[src/tmmc_pkg.sv]
// ---------------------------------------------------------------------------
// Two-button menu mode controller package
// Shared types, codes and register reset values for the menu controller.
// ---------------------------------------------------------------------------
package tmmc_pkg;

  // Field widths of the item channels.
  localparam int unsigned OP_W      = 2;
  localparam int unsigned TIME_W    = 32;
  localparam int unsigned MODE_W    = 2;
  localparam int unsigned IDX_W     = 4;
  localparam int unsigned FWD_W     = 2;
  localparam int unsigned CNT_W     = 5;
  localparam int unsigned MS_W      = 16;
  localparam int unsigned CFG_IDX_W = 2;
  localparam int unsigned CFG_DAT_W = 16;

  // Register reset values.
  localparam logic [CNT_W-1:0] ENTRY_COUNT_RST    = 5'd1;
  localparam logic [MS_W-1:0]  HOLD_MS_RST        = 16'd1000;
  localparam logic [MS_W-1:0]  SELECT_WAIT_MS_RST = 16'd1000;
  localparam logic [MS_W-1:0]  TEXT_PERIOD_MS_RST = 16'd50;

  // Input item operation codes.
  typedef enum logic [OP_W-1:0] {
    OP_BTN_ONE = 2'd0,
    OP_BTN_TWO = 2'd1,
    OP_TICK    = 2'd2,
    OP_NONE    = 2'd3
  } op_e;

  // Menu modes.
  typedef enum logic [MODE_W-1:0] {
    MODE_RUN    = 2'd0,
    MODE_CHORD  = 2'd1,
    MODE_SELECT = 2'd2,
    MODE_WAIT   = 2'd3
  } mode_e;

  // Selection step directions.
  typedef enum logic [1:0] {
    STEP_NONE = 2'd0,
    STEP_BACK = 2'd1,
    STEP_FWD  = 2'd2
  } step_e;

  // Forwarded button codes.
  typedef enum logic [FWD_W-1:0] {
    FWD_NONE    = 2'd0,
    FWD_BTN_ONE = 2'd1,
    FWD_BTN_TWO = 2'd2
  } fwd_e;

  // Configuration register indexes.
  typedef enum logic [CFG_IDX_W-1:0] {
    CFG_ENTRY_COUNT    = 2'd0,
    CFG_HOLD_MS        = 2'd1,
    CFG_SELECT_WAIT_MS = 2'd2,
    CFG_TEXT_PERIOD_MS = 2'd3
  } cfg_idx_e;

  // One result item.
  typedef struct packed {
    mode_e            mode;
    logic [IDX_W-1:0] entry_index;
    fwd_e             forward_button;
    logic             forward_level;
    logic             entry_exit;
    logic             entry_restart;
    logic             entry_run;
    logic             show_name;
    logic             text_refresh;
  } out_item_t;

endpackage

[src/tmmc_if.sv]
// ---------------------------------------------------------------------------
// Menu controller channel interfaces
// Valid/ready channels for input items, result items and register writes.
// ---------------------------------------------------------------------------

// Input item channel.
interface tmmc_in_if import tmmc_pkg::*; ();
  logic              valid;
  logic              ready;
  logic [OP_W-1:0]   op;
  logic              level;
  logic [TIME_W-1:0] now_ms;

  modport source (output valid, op, level, now_ms, input ready);
  modport sink (input valid, op, level, now_ms, output ready);
endinterface

// Result item channel.
interface tmmc_out_if import tmmc_pkg::*; ();
  logic              valid;
  logic              ready;
  logic [MODE_W-1:0] mode;
  logic [IDX_W-1:0]  entry_index;
  logic [FWD_W-1:0]  forward_button;
  logic              forward_level;
  logic              entry_exit;
  logic              entry_restart;
  logic              entry_run;
  logic              show_name;
  logic              text_refresh;

  modport source (
    output valid, mode, entry_index, forward_button, forward_level, entry_exit,
           entry_restart, entry_run, show_name, text_refresh,
    input  ready
  );
  modport sink (
    input  valid, mode, entry_index, forward_button, forward_level, entry_exit,
           entry_restart, entry_run, show_name, text_refresh,
    output ready
  );
endinterface

// Register write channel.
interface tmmc_cfg_if import tmmc_pkg::*; ();
  logic                 valid;
  logic                 ready;
  logic [CFG_IDX_W-1:0] index;
  logic [CFG_DAT_W-1:0] data;

  modport source (output valid, index, data, input ready);
  modport sink (input valid, index, data, output ready);
endinterface

[src/tmmc_select.sv]
// ---------------------------------------------------------------------------
// Menu entry selection step
// Clamps the entry count and moves the selection backward or forward with wrap.
// ---------------------------------------------------------------------------
module tmmc_select import tmmc_pkg::*; #(
  parameter int unsigned MAX_ENTRIES = 16
) (
  input  logic [$clog2(MAX_ENTRIES)-1:0] sel_i,
  input  logic [CNT_W-1:0]               count_i,
  input  logic                           norm_i,
  input  step_e                          step_i,
  output logic [$clog2(MAX_ENTRIES)-1:0] sel_o
);

  localparam int unsigned SEL_W = $clog2(MAX_ENTRIES);
  localparam int unsigned CMP_W = ((SEL_W > CNT_W) ? SEL_W : CNT_W) + 1;

  logic [CMP_W-1:0] cnt_ext;
  logic [CMP_W-1:0] max_ext;
  logic [CMP_W-1:0] eff;
  logic [CMP_W-1:0] sel_ext;
  logic [CMP_W-1:0] sel_norm;
  logic [CMP_W-1:0] sel_inc;
  logic [CMP_W-1:0] sel_next;

  // An entry count of zero acts as one; above the maximum it saturates.
  always_comb begin
    cnt_ext = CMP_W'(count_i);
    max_ext = CMP_W'(MAX_ENTRIES);
    if (cnt_ext == '0) begin
      eff = CMP_W'(1);
    end else if (cnt_ext > max_ext) begin
      eff = max_ext;
    end else begin
      eff = cnt_ext;
    end
  end

  // Normalize a selection that lies beyond the count, then apply the step.
  always_comb begin
    sel_ext  = CMP_W'(sel_i);
    sel_norm = (norm_i && (sel_ext >= eff)) ? '0 : sel_ext;
    sel_inc  = sel_norm + CMP_W'(1);
    case (step_i)
      STEP_BACK: begin
        if ((sel_norm == '0) || (sel_norm >= eff)) begin
          sel_next = eff - CMP_W'(1);
        end else begin
          sel_next = sel_norm - CMP_W'(1);
        end
      end
      STEP_FWD: begin
        sel_next = (sel_inc >= eff) ? '0 : sel_inc;
      end
      default: begin
        sel_next = sel_norm;
      end
    endcase
  end

  assign sel_o = sel_next[SEL_W-1:0];

endmodule

[src/two_button_menu_mode_controller.sv]
// ---------------------------------------------------------------------------
// Two-button menu mode controller
// Tracks two buttons and a four-state menu mode, steps the selected entry and
// produces forwarded button events and entry control pulses for each item.
// ---------------------------------------------------------------------------
// A result item is registered and valid in the cycle after its input is accepted.
// Throughput: one item per cycle unless stalled; the update is one pass of logic
// from the accepted item and the state registers into the result register.
// The input is ready whenever the result register is empty or being drained.
// Asynchronous reset clears all state but the result data and loads the defaults.
module two_button_menu_mode_controller import tmmc_pkg::*; #(
  parameter int unsigned MAX_ENTRIES = 16
) (
  input  logic       clk_i,
  input  logic       rst_ni,
  tmmc_in_if.sink    in_i,
  tmmc_out_if.source out_o,
  tmmc_cfg_if.sink   cfg_i
);

  localparam int unsigned SEL_W  = $clog2(MAX_ENTRIES);
  localparam int unsigned IDXE_W = (SEL_W > IDX_W) ? SEL_W : IDX_W;

  // Configuration registers.
  logic [CNT_W-1:0] entry_count_q;
  logic [MS_W-1:0]  hold_ms_q;
  logic [MS_W-1:0]  select_wait_ms_q;
  logic [MS_W-1:0]  text_period_ms_q;

  // Controller state.
  logic              btn_one_q, btn_one_d;
  logic              btn_two_q, btn_two_d;
  logic [TIME_W-1:0] press_one_q, press_one_d;
  logic [TIME_W-1:0] press_two_q, press_two_d;
  mode_e             mode_q, mode_d;
  step_e             pending_q, pending_d;
  logic [SEL_W-1:0]  sel_q, sel_d;
  logic [TIME_W-1:0] switch_time_q, switch_time_d;
  logic [TIME_W-1:0] refresh_time_q, refresh_time_d;

  // Result register.
  logic      out_valid_q;
  out_item_t out_q, out_d;

  logic              in_fire;
  op_e               op;
  logic [TIME_W-1:0] now;
  logic              norm;
  step_e             step;
  logic [SEL_W-1:0]  sel_moved;
  logic [IDXE_W-1:0] sel_wide;
  logic [TIME_W-1:0] held_one;
  logic [TIME_W-1:0] held_two;
  logic [TIME_W-1:0] quiet;
  logic [TIME_W-1:0] since_refresh;

  assign cfg_i.ready = 1'b1;
  assign in_i.ready  = !out_valid_q || out_o.ready;
  assign in_fire     = in_i.valid && in_i.ready;
  assign op          = op_e'(in_i.op);
  assign now         = in_i.now_ms;

  // Register writes.
  always_ff @(posedge clk_i or negedge rst_ni) begin
    if (!rst_ni) begin
      entry_count_q    <= ENTRY_COUNT_RST;
      hold_ms_q        <= HOLD_MS_RST;
      select_wait_ms_q <= SELECT_WAIT_MS_RST;
      text_period_ms_q <= TEXT_PERIOD_MS_RST;
    end else if (cfg_i.valid) begin
      case (cfg_idx_e'(cfg_i.index))
        CFG_ENTRY_COUNT:    entry_count_q    <= cfg_i.data[CNT_W-1:0];
        CFG_HOLD_MS:        hold_ms_q        <= cfg_i.data[MS_W-1:0];
        CFG_SELECT_WAIT_MS: select_wait_ms_q <= cfg_i.data[MS_W-1:0];
        CFG_TEXT_PERIOD_MS: text_period_ms_q <= cfg_i.data[MS_W-1:0];
        default: begin
        end
      endcase
    end
  end

  // Elapsed times, all modulo the timestamp width.
  assign held_one      = now - press_one_q;
  assign held_two      = now - press_two_q;
  assign quiet         = now - switch_time_q;
  assign since_refresh = now - refresh_time_q;

  // Selection stepping and wrap.
  tmmc_select #(
    .MAX_ENTRIES(MAX_ENTRIES)
  ) u_select (
    .sel_i   (sel_q),
    .count_i (entry_count_q),
    .norm_i  (norm),
    .step_i  (step),
    .sel_o   (sel_moved)
  );

  // Next state and result for the item on the input.
  always_comb begin
    btn_one_d      = btn_one_q;
    btn_two_d      = btn_two_q;
    press_one_d    = press_one_q;
    press_two_d    = press_two_q;
    mode_d         = mode_q;
    pending_d      = pending_q;
    sel_d          = sel_q;
    switch_time_d  = switch_time_q;
    refresh_time_d = refresh_time_q;
    norm           = 1'b0;
    step           = STEP_NONE;
    out_d          = '0;

    case (op)
      OP_BTN_ONE, OP_BTN_TWO: begin
        if (op == OP_BTN_ONE) begin
          btn_one_d = in_i.level;
          if (in_i.level) begin
            press_one_d = now;
          end
        end else begin
          btn_two_d = in_i.level;
          if (in_i.level) begin
            press_two_d = now;
          end
        end
        if (mode_q == MODE_RUN) begin
          out_d.forward_button = (op == OP_BTN_ONE) ? FWD_BTN_ONE : FWD_BTN_TWO;
          out_d.forward_level  = in_i.level;
        end else if ((mode_q == MODE_SELECT) && !in_i.level) begin
          pending_d = (op == OP_BTN_ONE) ? STEP_BACK : STEP_FWD;
        end
      end
      OP_TICK: begin
        // Mode transitions.
        if (btn_one_q && btn_two_q) begin
          if (mode_q == MODE_RUN) begin
            if ((held_one > TIME_W'(hold_ms_q)) && (held_two > TIME_W'(hold_ms_q))) begin
              mode_d           = MODE_CHORD;
              norm             = 1'b1;
              out_d.show_name  = 1'b1;
              out_d.entry_exit = 1'b1;
            end
          end else if (mode_q == MODE_SELECT) begin
            mode_d              = MODE_WAIT;
            out_d.entry_restart = 1'b1;
          end
        end else if (!btn_one_q && !btn_two_q) begin
          if (mode_q == MODE_CHORD) begin
            mode_d = MODE_SELECT;
          end else if (mode_q == MODE_SELECT) begin
            if (quiet > TIME_W'(select_wait_ms_q)) begin
              mode_d              = MODE_RUN;
              out_d.entry_restart = 1'b1;
            end
          end else if (mode_q == MODE_WAIT) begin
            mode_d = MODE_RUN;
          end
        end
        // Text refresh pacing in the select modes.
        if ((mode_d == MODE_CHORD) || (mode_d == MODE_SELECT)) begin
          if (since_refresh > TIME_W'(text_period_ms_q)) begin
            refresh_time_d     = now;
            out_d.text_refresh = 1'b1;
          end
        end
        // Run the entry, or apply a pending step.
        if ((mode_d == MODE_RUN) || (mode_d == MODE_WAIT)) begin
          out_d.entry_run = 1'b1;
        end else if (pending_q != STEP_NONE) begin
          step            = pending_q;
          out_d.show_name = 1'b1;
          pending_d       = STEP_NONE;
        end
        if (norm || (step != STEP_NONE)) begin
          sel_d         = sel_moved;
          switch_time_d = now;
        end
      end
      default: begin
      end
    endcase

    sel_wide          = IDXE_W'(sel_d);
    out_d.mode        = mode_d;
    out_d.entry_index = sel_wide[IDX_W-1:0];
  end

  // State registers.
  always_ff @(posedge clk_i or negedge rst_ni) begin
    if (!rst_ni) begin
      btn_one_q      <= 1'b0;
      btn_two_q      <= 1'b0;
      press_one_q    <= '0;
      press_two_q    <= '0;
      mode_q         <= MODE_RUN;
      pending_q      <= STEP_NONE;
      sel_q          <= '0;
      switch_time_q  <= '0;
      refresh_time_q <= '0;
    end else if (in_fire) begin
      btn_one_q      <= btn_one_d;
      btn_two_q      <= btn_two_d;
      press_one_q    <= press_one_d;
      press_two_q    <= press_two_d;
      mode_q         <= mode_d;
      pending_q      <= pending_d;
      sel_q          <= sel_d;
      switch_time_q  <= switch_time_d;
      refresh_time_q <= refresh_time_d;
    end
  end

  // Result register: filled on accept, emptied when the sink takes the item.
  always_ff @(posedge clk_i or negedge rst_ni) begin
    if (!rst_ni) begin
      out_valid_q <= 1'b0;
    end else if (in_fire) begin
      out_valid_q <= 1'b1;
    end else if (out_o.ready) begin
      out_valid_q <= 1'b0;
    end
  end

  always_ff @(posedge clk_i) begin
    if (in_fire) begin
      out_q <= out_d;
    end
  end

  assign out_o.valid          = out_valid_q;
  assign out_o.mode           = out_q.mode;
  assign out_o.entry_index    = out_q.entry_index;
  assign out_o.forward_button = out_q.forward_button;
  assign out_o.forward_level  = out_q.forward_level;
  assign out_o.entry_exit     = out_q.entry_exit;
  assign out_o.entry_restart  = out_q.entry_restart;
  assign out_o.entry_run      = out_q.entry_run;
  assign out_o.show_name      = out_q.show_name;
  assign out_o.text_refresh   = out_q.text_refresh;

  // The entry only runs while the menu is out of the select modes.
  assert property (@(posedge clk_i) disable iff (!rst_ni)
    (out_valid_q && out_q.entry_run) |-> (out_q.mode == MODE_RUN || out_q.mode == MODE_WAIT))
    else $error("entry run reported in a select mode");

  // Leaving the entry always enters the chord mode and shows the name.
  assert property (@(posedge clk_i) disable iff (!rst_ni)
    (out_valid_q && out_q.entry_exit) |-> (out_q.mode == MODE_CHORD && out_q.show_name))
    else $error("entry exit without chord mode and name display");

  // A forwarded button event only happens in run mode and carries no pulses.
  assert property (@(posedge clk_i) disable iff (!rst_ni)
    (out_valid_q && out_q.forward_button != FWD_NONE) |->
      (out_q.mode == MODE_RUN && !out_q.entry_run && !out_q.show_name &&
       !out_q.text_refresh && !out_q.entry_restart))
    else $error("forwarded button outside run mode or with pulses");

  // Text refresh pulses only occur in the select modes.
  assert property (@(posedge clk_i) disable iff (!rst_ni)
    (out_valid_q && out_q.text_refresh) |-> (out_q.mode == MODE_CHORD || out_q.mode == MODE_SELECT))
    else $error("text refresh outside the select modes");

  // A button item never changes the mode.
  assert property (@(posedge clk_i) disable iff (!rst_ni)
    (in_fire && (op == OP_BTN_ONE || op == OP_BTN_TWO)) |=> $stable(mode_q))
    else $error("mode changed on a button item");

endmodule

[src/flat_wrapper.sv]
// flat-port wrapper written by rule: the top's interface ports become plain ports
module two_button_menu_mode_controller_flat import tmmc_pkg::*;
#(
  parameter int unsigned MAX_ENTRIES = 16
)
  (clk_i, rst_ni, in_i_valid, in_i_op, in_i_level, in_i_now_ms, in_i_ready, out_o_valid, out_o_mode, out_o_entry_index, out_o_forward_button, out_o_forward_level, out_o_entry_exit, out_o_entry_restart, out_o_entry_run, out_o_show_name, out_o_text_refresh, out_o_ready, cfg_i_valid, cfg_i_index, cfg_i_data, cfg_i_ready);
  tmmc_in_if in_i_i ();
  tmmc_out_if out_o_i ();
  tmmc_cfg_if cfg_i_i ();
  input  logic clk_i;
  input  logic rst_ni;
  input wire logic [$bits(in_i_i.valid)-1:0] in_i_valid;
  input wire logic [$bits(in_i_i.op)-1:0] in_i_op;
  input wire logic [$bits(in_i_i.level)-1:0] in_i_level;
  input wire logic [$bits(in_i_i.now_ms)-1:0] in_i_now_ms;
  output wire logic [$bits(in_i_i.ready)-1:0] in_i_ready;
  output wire logic [$bits(out_o_i.valid)-1:0] out_o_valid;
  output wire logic [$bits(out_o_i.mode)-1:0] out_o_mode;
  output wire logic [$bits(out_o_i.entry_index)-1:0] out_o_entry_index;
  output wire logic [$bits(out_o_i.forward_button)-1:0] out_o_forward_button;
  output wire logic [$bits(out_o_i.forward_level)-1:0] out_o_forward_level;
  output wire logic [$bits(out_o_i.entry_exit)-1:0] out_o_entry_exit;
  output wire logic [$bits(out_o_i.entry_restart)-1:0] out_o_entry_restart;
  output wire logic [$bits(out_o_i.entry_run)-1:0] out_o_entry_run;
  output wire logic [$bits(out_o_i.show_name)-1:0] out_o_show_name;
  output wire logic [$bits(out_o_i.text_refresh)-1:0] out_o_text_refresh;
  input wire logic [$bits(out_o_i.ready)-1:0] out_o_ready;
  input wire logic [$bits(cfg_i_i.valid)-1:0] cfg_i_valid;
  input wire logic [$bits(cfg_i_i.index)-1:0] cfg_i_index;
  input wire logic [$bits(cfg_i_i.data)-1:0] cfg_i_data;
  output wire logic [$bits(cfg_i_i.ready)-1:0] cfg_i_ready;
  assign in_i_i.valid = in_i_valid;
  assign in_i_i.op = in_i_op;
  assign in_i_i.level = in_i_level;
  assign in_i_i.now_ms = in_i_now_ms;
  assign in_i_ready = in_i_i.ready;
  assign out_o_valid = out_o_i.valid;
  assign out_o_mode = out_o_i.mode;
  assign out_o_entry_index = out_o_i.entry_index;
  assign out_o_forward_button = out_o_i.forward_button;
  assign out_o_forward_level = out_o_i.forward_level;
  assign out_o_entry_exit = out_o_i.entry_exit;
  assign out_o_entry_restart = out_o_i.entry_restart;
  assign out_o_entry_run = out_o_i.entry_run;
  assign out_o_show_name = out_o_i.show_name;
  assign out_o_text_refresh = out_o_i.text_refresh;
  assign out_o_i.ready = out_o_ready;
  assign cfg_i_i.valid = cfg_i_valid;
  assign cfg_i_i.index = cfg_i_index;
  assign cfg_i_i.data = cfg_i_data;
  assign cfg_i_ready = cfg_i_i.ready;
  two_button_menu_mode_controller #(.MAX_ENTRIES(MAX_ENTRIES)) u_core (.clk_i(clk_i), .rst_ni(rst_ni), .in_i(in_i_i), .out_o(out_o_i), .cfg_i(cfg_i_i));
endmodule
[config.mk]
export PLATFORM = sky130hd
export DESIGN_NAME = two_button_menu_mode_controller_flat
export DESIGN_NICKNAME = d
export VERILOG_FILES = /design/src/tmmc_pkg.sv /design/src/tmmc_if.sv /design/src/tmmc_select.sv /design/src/two_button_menu_mode_controller.sv /design/src/flat_wrapper.sv
export SDC_FILE = /design/constraint.sdc
export NUM_CORES = 1
export LEC_CHECK = 0
export ABC_AREA = 1
export BUFFER_PORTS_ARGS = -buffer_cell sky130_fd_sc_hd__clkbuf_2
export CAP_MARGIN = 5
export CORE_ASPECT_RATIO = 1.1
export CORE_MARGIN = 1.5
export CORE_UTILIZATION = 65
export CTS_BUF_LIST = sky130_fd_sc_hd__clkbuf_2 sky130_fd_sc_hd__clkbuf_4 sky130_fd_sc_hd__clkbuf_8
export DETAILED_ROUTE_END_ITERATION = 16
export GPL_TIMING_DRIVEN = 0
export PLACE_DENSITY = 0.82
export SYNTH_ARGS = -nofsm -noshare
export SYNTH_HDL_FRONTEND = slang
export SYNTH_SLANG_ARGS = --single-unit
[constraint.sdc]
create_clock -name clk_i -period 6 [get_ports clk_i]
set_input_delay 0 -clock clk_i [delete_from_list [all_inputs] [get_ports clk_i]]
set_output_delay 0 -clock clk_i [all_outputs]
set_load 0.05 [all_outputs]
After elaboration in Yosys (flattened, before gate mapping)
Cells that the tools add are included.

cells by class
  $lt $le $gt $ge = 8
  mux-type cells = 47
  eq/ne operators = 17
  $add $sub $neg = 7
  bitwise logic cells = 1
  reduce and logical (&&, ||, !) cells = 39

operators with widths
  operator             count
  $gt 32x16->1         4
  $sub 32x32->32       4
  $mux 2               20
  $mux 4               5
  $mux 1               18
  $eq 2x2->1 const B   8
  $reduce_and 2->1     6
  $reduce_and 4->1     3
  $eq 2x1->1 const B   5
  $ge 4x5->1           2
  $mux 5               2
  $reduce_and 3->1     3
  $logic_not 2->1      4
  $pmux 4 s2           1
  $reduce_bool 2->1    4
  $sub 4x1->4 const B  2
  $logic_and 1x1->1    6
  $logic_not 6->1      1
  $reduce_and 6->1     1
  $add 4x1->5 const B  1
  $ge 5x5->1           1
  $gt 5x5->1 const B   1
  $logic_not 5->1      1
  $logic_or 1x1->1     5
  other kinds (6)      11

word-level totals
  bits of input ports = 58
  output and inout port bits = 17
  bits in registers = 206

Depth between registers and ports, before layout
Gate-level depths: netlist of run 1.

  depth in word-level cells = 17
  depth in mapped cells = 44

By module
From an unflattened synthesis of run 1, not the netlist that was laid out.

second synthesis, totals
  cells, all modules = 3158
  area, all modules = 20091.8 um2

modules (own cells, without submodules)
  module                           sequential area each (um2)  cells an instance  area each (um2)  times used
  two_button_menu_mode_controller  5245.0                      3035               19348.6          1
  tmmc_select                      0.0                         123                743.2            1

Worst setup path before layout of run 1
Ideal clock, no wire load.

  kind = reg2reg
  start = reg u_core.press_two_q[0]
  end = reg u_core.out_q (netlist bit u_core.out_o.entry_index[2]) (data pin)
  data required time = 5.747 ns
  arrival = 4.434 ns
  library setup time = 0.253 ns
  slack = 1.313 ns
  clock period less this slack = 4.687 ns
  stages on the path, launching flop included = 41
  cell sequence = dfrtp_1 ha_1 fa_1 nand3b_1 nand2_1 nand2_1 nand2_1 nand2_1 nand3_1 xor2_1 ha_1 nand2_1 inv_1 nand3_1 inv_1 a21oi_1 nand2_1 nand2_1 [5 not listed] nand4_1 nand2_1 ha_1 inv_1 nand2_1 a21o_1 o211ai_1 inv_1 nand2_2 nand3_2 nand2_1 nand2_1 nand3_1 nand2_1 nand2_1 nand3_1 nand3_1 nand2_1

RTL lines
  element                 RTL line                                RTL
  start, declared         two_button_menu_mode_controller.sv:34   logic [TIME_W-1:0] press_two_q, press_two_d;
  start signal, assigned  two_button_menu_mode_controller.sv:205  press_two_q <= press_two_d;
  end signal, assigned    two_button_menu_mode_controller.sv:227  out_q <= out_d;
  end, declared           two_button_menu_mode_controller.sv:43   out_item_t out_q, out_d;

==> run metrics, run 1 <==
r2r endpoint u_core.out_o.entry_index[0]; Hold WC Path Type in2reg; complex-gate fraction of the synthesized area 14.4%; PD cells roughly 440 nW/um^2; post-synthesis xor/xnor area fraction 4.16%; Syn Inst Count 2,726; origin of the critical flop-to-flop path u_core.press_one_q[2]; clock sinks 206; final setup fails 0; Synth Net Count ~3,000; Root Buffer clkbuf_8; per-cell routed wire length 17.6 um; total track usage 39.5%; Ys Warns 0; Reg2Reg Setup Slack 230 ps; mux share of post-synthesis cell area 0%; H-tree depth 2; status complete, no violations; DRC Markers 0; post-route minimum period 5850 ps; max incr delay on CP 530 ps; # placed instances 3,162; Max Slew Vio Count 0; Die X 163 um; core area 27,800 um^2; Hold Path End u_core.btn_one_q; Max rail drop VDD 0.000253 V; largest family of logic cells by synthesized area simple AND/OR/NAND/NOR gates; GRT overflow 0; synthesized area ~18,000 um^2; first-pass GRT wire length 89.1 mm; Final Util 74.6%; Layout Cells excl Fill 3,292; share of post-route cells with drive strength above 1 8.40%; CP max stage cell dlygate4sd3_1; most common cell after layout, fill and taps aside nand2_1; Post-Syn Area per Cell 6.71 um^2; FF+latch count, synth 206; CTS buffer count 34; initial core utilization 65.9%; Top cell by count, worst path nand2_1; largest net degree at the start of global routing 99; CP required 6370 ps; worst-margin pin slew 843 ps; vias 18,900; highest-count cells in the layout ignoring fill and taps nand2_1 (791), inv_1 (488), o21ai_0 (208); height of the die 179 um; Worst Path Buf+Inv 8; CTS tree built; area leader, netlist dfrtp_1; delay-heaviest family, CP simple AND/OR/NAND/NOR gates; Post-synth EDFFs 14; share of the yosys chip area belonging to registers 28.7%; Routed Antenna Nets 0; Synth Area in Adders 14.4%; Synth cell types 54; max_slew headroom 43.8%; Final nets 3,170; largest cells by area after synthesis dfrtp_1 (24%), nand2_1 (16%), ha_1 (14%); vias in the first global route around 18,000; WHS Path Cells 4; final period utilization 97.6%; post-synth top area share 24.1%; r2r worst-path depth 38; Area Overhead vs Synth 13.2%; CTS clk-pin slew, worst paths 70 ps; worst skew pair latency 540 ps; clk buf depth 3; Final TNS setup 0 ps; Critical Path Sink Type flip-flop; critical path launch point type input pin; DRT iter0 DRCs 1,612; simple-gate share of the synthesized area 27.1%; kind of critical path in2reg; CP Max Fanout 4; Achievable Freq 0.171 GHz; Async SR Flop Fraction 93.2%; Max-Cap Viols 0; ys flop type dfrtp_1; Worst EP arrival around 6200 ps; Port Buf Inserts 72; initial antenna violation count 1; Routability Congestion 0.980; drt pass-1 iters 9; WL final 58.0 mm; Leak roughly 11 nW; routed vias/inst 5.74; final hold violation count 0; hold path startpoint in_i_valid; # IOs between 70 and 80; HPWL after detailed placement 45.2 mm; Die ar. 29,200 um^2; FP Rows 64; Final Skew between 20 and 30 ps
[sequential cells by signal, indices dropped and copies added (netlist names), 5 cells and up]
name                     flops
u_core.text_period_ms_q     16
u_core.refresh_time_q       32
u_core.select_wait_ms_q     16
u_core.entry_count_q         5
u_core.switch_time_q        32
u_core.press_one_q          32
u_core.press_two_q          32
u_core.hold_ms_q            16
[area by class of cell]
cell class	count	area [um^2]
repair buffers	142	1060
clock buffers	51	627
multi-input cells	1989	11100
fillers	2240	7060
diodes	1	2.50
inverters	493	1850
plain buffers	38	195
clock inverters	9	149
flip-flops and latches	206	5250
well taps	363	454
[worst register-to-register path, delay by kind of cell (launching register included)]
| family | cells | cell delay [ps] |
|---|---|---|
| AOI/OAI and AO/OA | 5 | 950 |
| xor gates and xnor gates | 2 | 290 |
| adders and majority gates | 4 | 1190 |
| buffers and inverters | 5 | 330 |
| DFF | 1 | 350 |
| and+or+nand+nor | 22 | 2510 |
[worst max-delay path by stage]
stage | startpoint | endpoint | cells past startpoint
finish | in_i_now_ms[0] | u_core.out_o.entry_index[0] | 39
global route | u_core.press_one_q[8] | u_core.out_o.entry_index[0] | 34
CTS | u_core.press_two_q[0] | u_core.out_o.entry_index[2] | 40
detailed placement | in_i_now_ms[1] | u_core.out_o.entry_index[2] | 41
global placement | in_i_now_ms[1] | u_core.out_o.entry_index[2] | 41
floorplan | u_core.press_two_q[0] | u_core.out_o.entry_index[2] | 40
[routing by layer]
layer  GRT usage (%)  routed length, um  up-vias
li1                -                  -     9101
met1            45.3              22100     8701
met2            69.6              28000      855
met3            6.22               4330      244
met4            23.2               3630        0
met5               0                  0        -
[power breakdown]
group / internal, mW / leakage [nW] / total (mW) / switching [mW]
logic: 2.03 / 8.23 / 5.60 / 3.57
clock network: 0.842 / 0.402 / 1.45 / 0.609
registers: 1.82 / 2.49 / 2.07 / 0.249
total: 4.70 / 11.1 / 9.12 / 4.43
[cells by family (layout without fill, tap and decap cells)]
logic type               Yosys count  count (layout)
adder cells (fa/ha/maj)          208             208
XOR/XNOR                          87              87
AND/OR/NAND/NOR                 1206            1206
flip-flops                       206             206
buffers and inverters            531             733
AO/OA/AOI/OAI                    487             487
other                              1               2
[what timing repair did]
| item | CTS | global route |
|---|---|---|
| endpoints found under the setup margin | 8 | 8 |
| hold endpoints to repair | 271 | 0 |
| hold buffers | 58 | 0 |
| resized for setup | 2 | 35 |
| setup buffers | 0 | 11 |
| pin swaps | 0 | 13 |
[through the flow]
stage / total power, mW / instance area [um^2] / setup slack (ps) / hold WS (ps)
floorplan: 6.02 / 18300 / 1310 / -296
global placement: 7.14 / 19100 / -11.4 / 277
detailed placement: 7.39 / 19200 / -170 / 132
CTS: 8.89 / 20500 / 16.2 / 32.9
global route: 9.84 / 20700 / -159 / 86.8
finish: 9.12 / 20700 / 146 / 59.3
[cells in the mapped netlist (14+ instances only)]
| cell type | n |
|---|---|
| nor2_1 | 193 |
| o21ai_1 | 48 |
| nand3_1 | 107 |
| nand2_1 | 804 |
| edfxtp_1 | 14 |
| ha_1 | 204 |
| nor3_1 | 21 |
| xnor2_1 | 24 |
| dfrtp_1 | 176 |
| xor2_1 | 63 |
| a21oi_1 | 163 |
| inv_1 | 491 |
| dfstp_2 | 16 |
| nand4_1 | 39 |
| o21ai_0 | 209 |
| clkbuf_1 | 24 |
No activity file was read; power rests on OpenSTA's default activity.
==> run 2, diff against run 1 <==
PLACE_DENSITY = unset   (was 0.82)
PLACE_DENSITY_LB_ADDON = 0.15   (was unset)
==> run 2 against run 1 <==
  * Final cell count about the same
  * Count of clock-buffer cells in the layout up 8
  * Global-route usage up 0.18 points
  * Sequential share of layout area about the same
  * Sequential cell count unchanged
  * Clock skew up 1.3 ps
  * Combinational power about the same
  * First-iteration DRC count down 8.6%
  * Largest power group unchanged
  * Via count down 0.29%
  * Non-clock buffer count unchanged
  * Power down 0.90%
  * Final area about the same
==> run metrics, run 2 (same netlist as run 1, synthesis figures left out) <==
Routability Congestion 0.990 (was 0.980); CTS clk-pin slew, worst paths 70 ps (about the same); first-pass GRT wire length 89.9 mm (was 89.1 mm); most common cell after layout, fill and taps aside nand2_1 (unchanged); critical path launch point type flip-flop (was input pin); Leak 11.1 nW (about the same); Met1 Routed Length 22.3 mm (was 22.1 mm); Final Util 74.6% (about the same); Final Skew 27.4 ps (was 26.2 ps); Critical Path Sink Type flip-flop (unchanged); kind of critical path reg2reg (was in2reg); worst-margin pin slew 911 ps (was 843 ps); max incr delay on CP 400 ps (was 530 ps); initial antenna violation count 1 (unchanged); Root Buffer clkbuf_8 (unchanged); Max rail drop VDD 0.000255 V (was 0.000253 V); Max Slew Vio Count 0 (unchanged); highest-count cells in the layout ignoring fill and taps nand2_1 (794), inv_1 (487), o21ai_0 (207) (was nand2_1 (791), inv_1 (488), o21ai_0 (208)); # fillers 2,172 (was 2,240); CTS buffer count 35 (was 34); per-cell routed wire length 17.4 um (was 17.6 um); Die X 163 um (unchanged); H-tree depth 2 (unchanged); PD cells 436 nW/um^2 (was 440 nW/um^2); WHS 46.6 ps (was 59.3 ps); CTS tree built (unchanged); largest net degree at the start of global routing 104 (was 99); # IOs 75 (unchanged); worst skew pair latency 540 ps (about the same); Area Overhead vs Synth 13.3% (was 13.2%); CP Max Fanout 5 (was 4); Worst EP arrival 5950 ps (was 6220 ps); CP startpoint u_core.press_two_q[0] (was in_i_now_ms[0]); vias in the first global route 18,400 (was 18,100); HPWL after detailed placement 44.8 mm (was 45.2 mm); initial core utilization 65.9% (unchanged); FF/Latch Area 5250 um^2 (unchanged); Routed Antenna Nets 0 (unchanged); FP Rows 64 (unchanged); post-route minimum period 5660 ps (was 5850 ps); origin of the critical flop-to-flop path u_core.press_two_q[0] (was u_core.press_one_q[2]); CP max stage cell dfrtp_1 (was dlygate4sd3_1); Die ar. 29,200 um^2 (unchanged); area occupied by multi-input gates 11,100 um^2 (about the same); clk buf depth 3 (unchanged); clock sinks 206 (unchanged); Achievable Freq 0.177 GHz (was 0.171 GHz); share of post-route cells with drive strength above 1 8.29% (was 8.40%); Port Buf Inserts 72 (unchanged); WL final 57.5 mm (was 58.0 mm); Hold WC Path Type in2reg (unchanged); Final nets 3,171 (was 3,170); Place WS -274 ps (was -170 ps); worst setup margin 338 ps (was 146 ps); hold path startpoint in_i_valid (unchanged); final hold violation count 0 (unchanged); status complete, no violations (unchanged); final period utilization 94.4% (was 97.6%); core area 27,800 um^2 (unchanged); Top cell by count, worst path nand2_1 (unchanged); wire length on met3 3.63 mm (was 4.33 mm); Final TNS setup 0 ps (unchanged); DR top layer met4 (unchanged); metal2 WL 28.0 mm (about the same); total track usage 39.7% (was 39.5%); vias 18,800 (was 18,900); drt pass-1 iters 6 (was 9); ANT cells 0 (was 1); max_slew headroom 39.3% (was 43.8%); routed vias/inst 5.72 (was 5.74); DRC Markers 0 (unchanged); Max-Cap Viols 0 (unchanged); final setup fails 0 (unchanged); height of the die 179 um (unchanged); CP required 6290 ps (was 6370 ps); DRT iter0 DRCs 1,474 (was 1,612); GRT overflow 0 (unchanged)
run 2: cell type report:
| class | instances | area share, % |
|---|---|---|
| flip-flops and latches | 206 | 25.3 |
| clock buffers | 59 | 3.59 |
| repair buffers | 142 | 5.16 |
| multi-input cells | 1989 | 53.6 |
| clock inverters | 4 | 0.217 |
| inverters | 493 | 8.96 |
| well taps | 363 | 2.19 |
| plain buffers | 38 | 0.942 |
run 2: critical path: cells and delay by family (launching register included):
family	cells	cell delay [ps]
simple gates	27	2920
fa+ha+maj	4	1170
compound gates	3	450
flops	1	400
xor+xnor	1	270
buf+inv	3	190
run 2: power breakdown:
part	switching [mW]	internal, mW	total (mW)
logic	3.56	2.01	5.57
registers	0.217	1.82	2.04
clock network	0.606	0.822	1.43
run 2: worst paths after layout:
kind,endpoint,slack [ps],depth (start not counted)
worst min register to register,u_core.press_one_q[13],490,2
worst max register to register,u_core.out_o.entry_index[2],340,38
min in group asynchronous,u_core.entry_count_q[3],110,2
max in group asynchronous,u_core.press_one_q[19],4920,3
worst max-delay path,u_core.out_o.entry_index[2],340,38
worst min-delay path,u_core.btn_one_q,50,4
run 2: layer usage:
layer / track usage, % / up-vias
li1: - / 9098
met1: 44.3 / 8726
met2: 71.7 / 756
met3: 6.57 / 267
met4: 22.3 / 0
met5: 0 / -
run 2: timing repair:
action	in CTS	in global routing
hold buffers	61	0
pin swaps	1	8
gates resized for setup	4	31
setup endpoints to repair	8	8
hold endpoints to repair	270	0
setup buffers	0	8
run 2: metrics by stage:
step / std cells / cell area [um^2] / power [mW]
CTS: 3286 / 20600 / 8.84
detailed placement: 3162 / 19200 / 7.35
global route: 3294 / 20700 / 9.80
global placement: 3161 / 19100 / 7.13
finish: 3294 / 20700 / 9.04
floorplan: 2726 / 18300 / 6.02
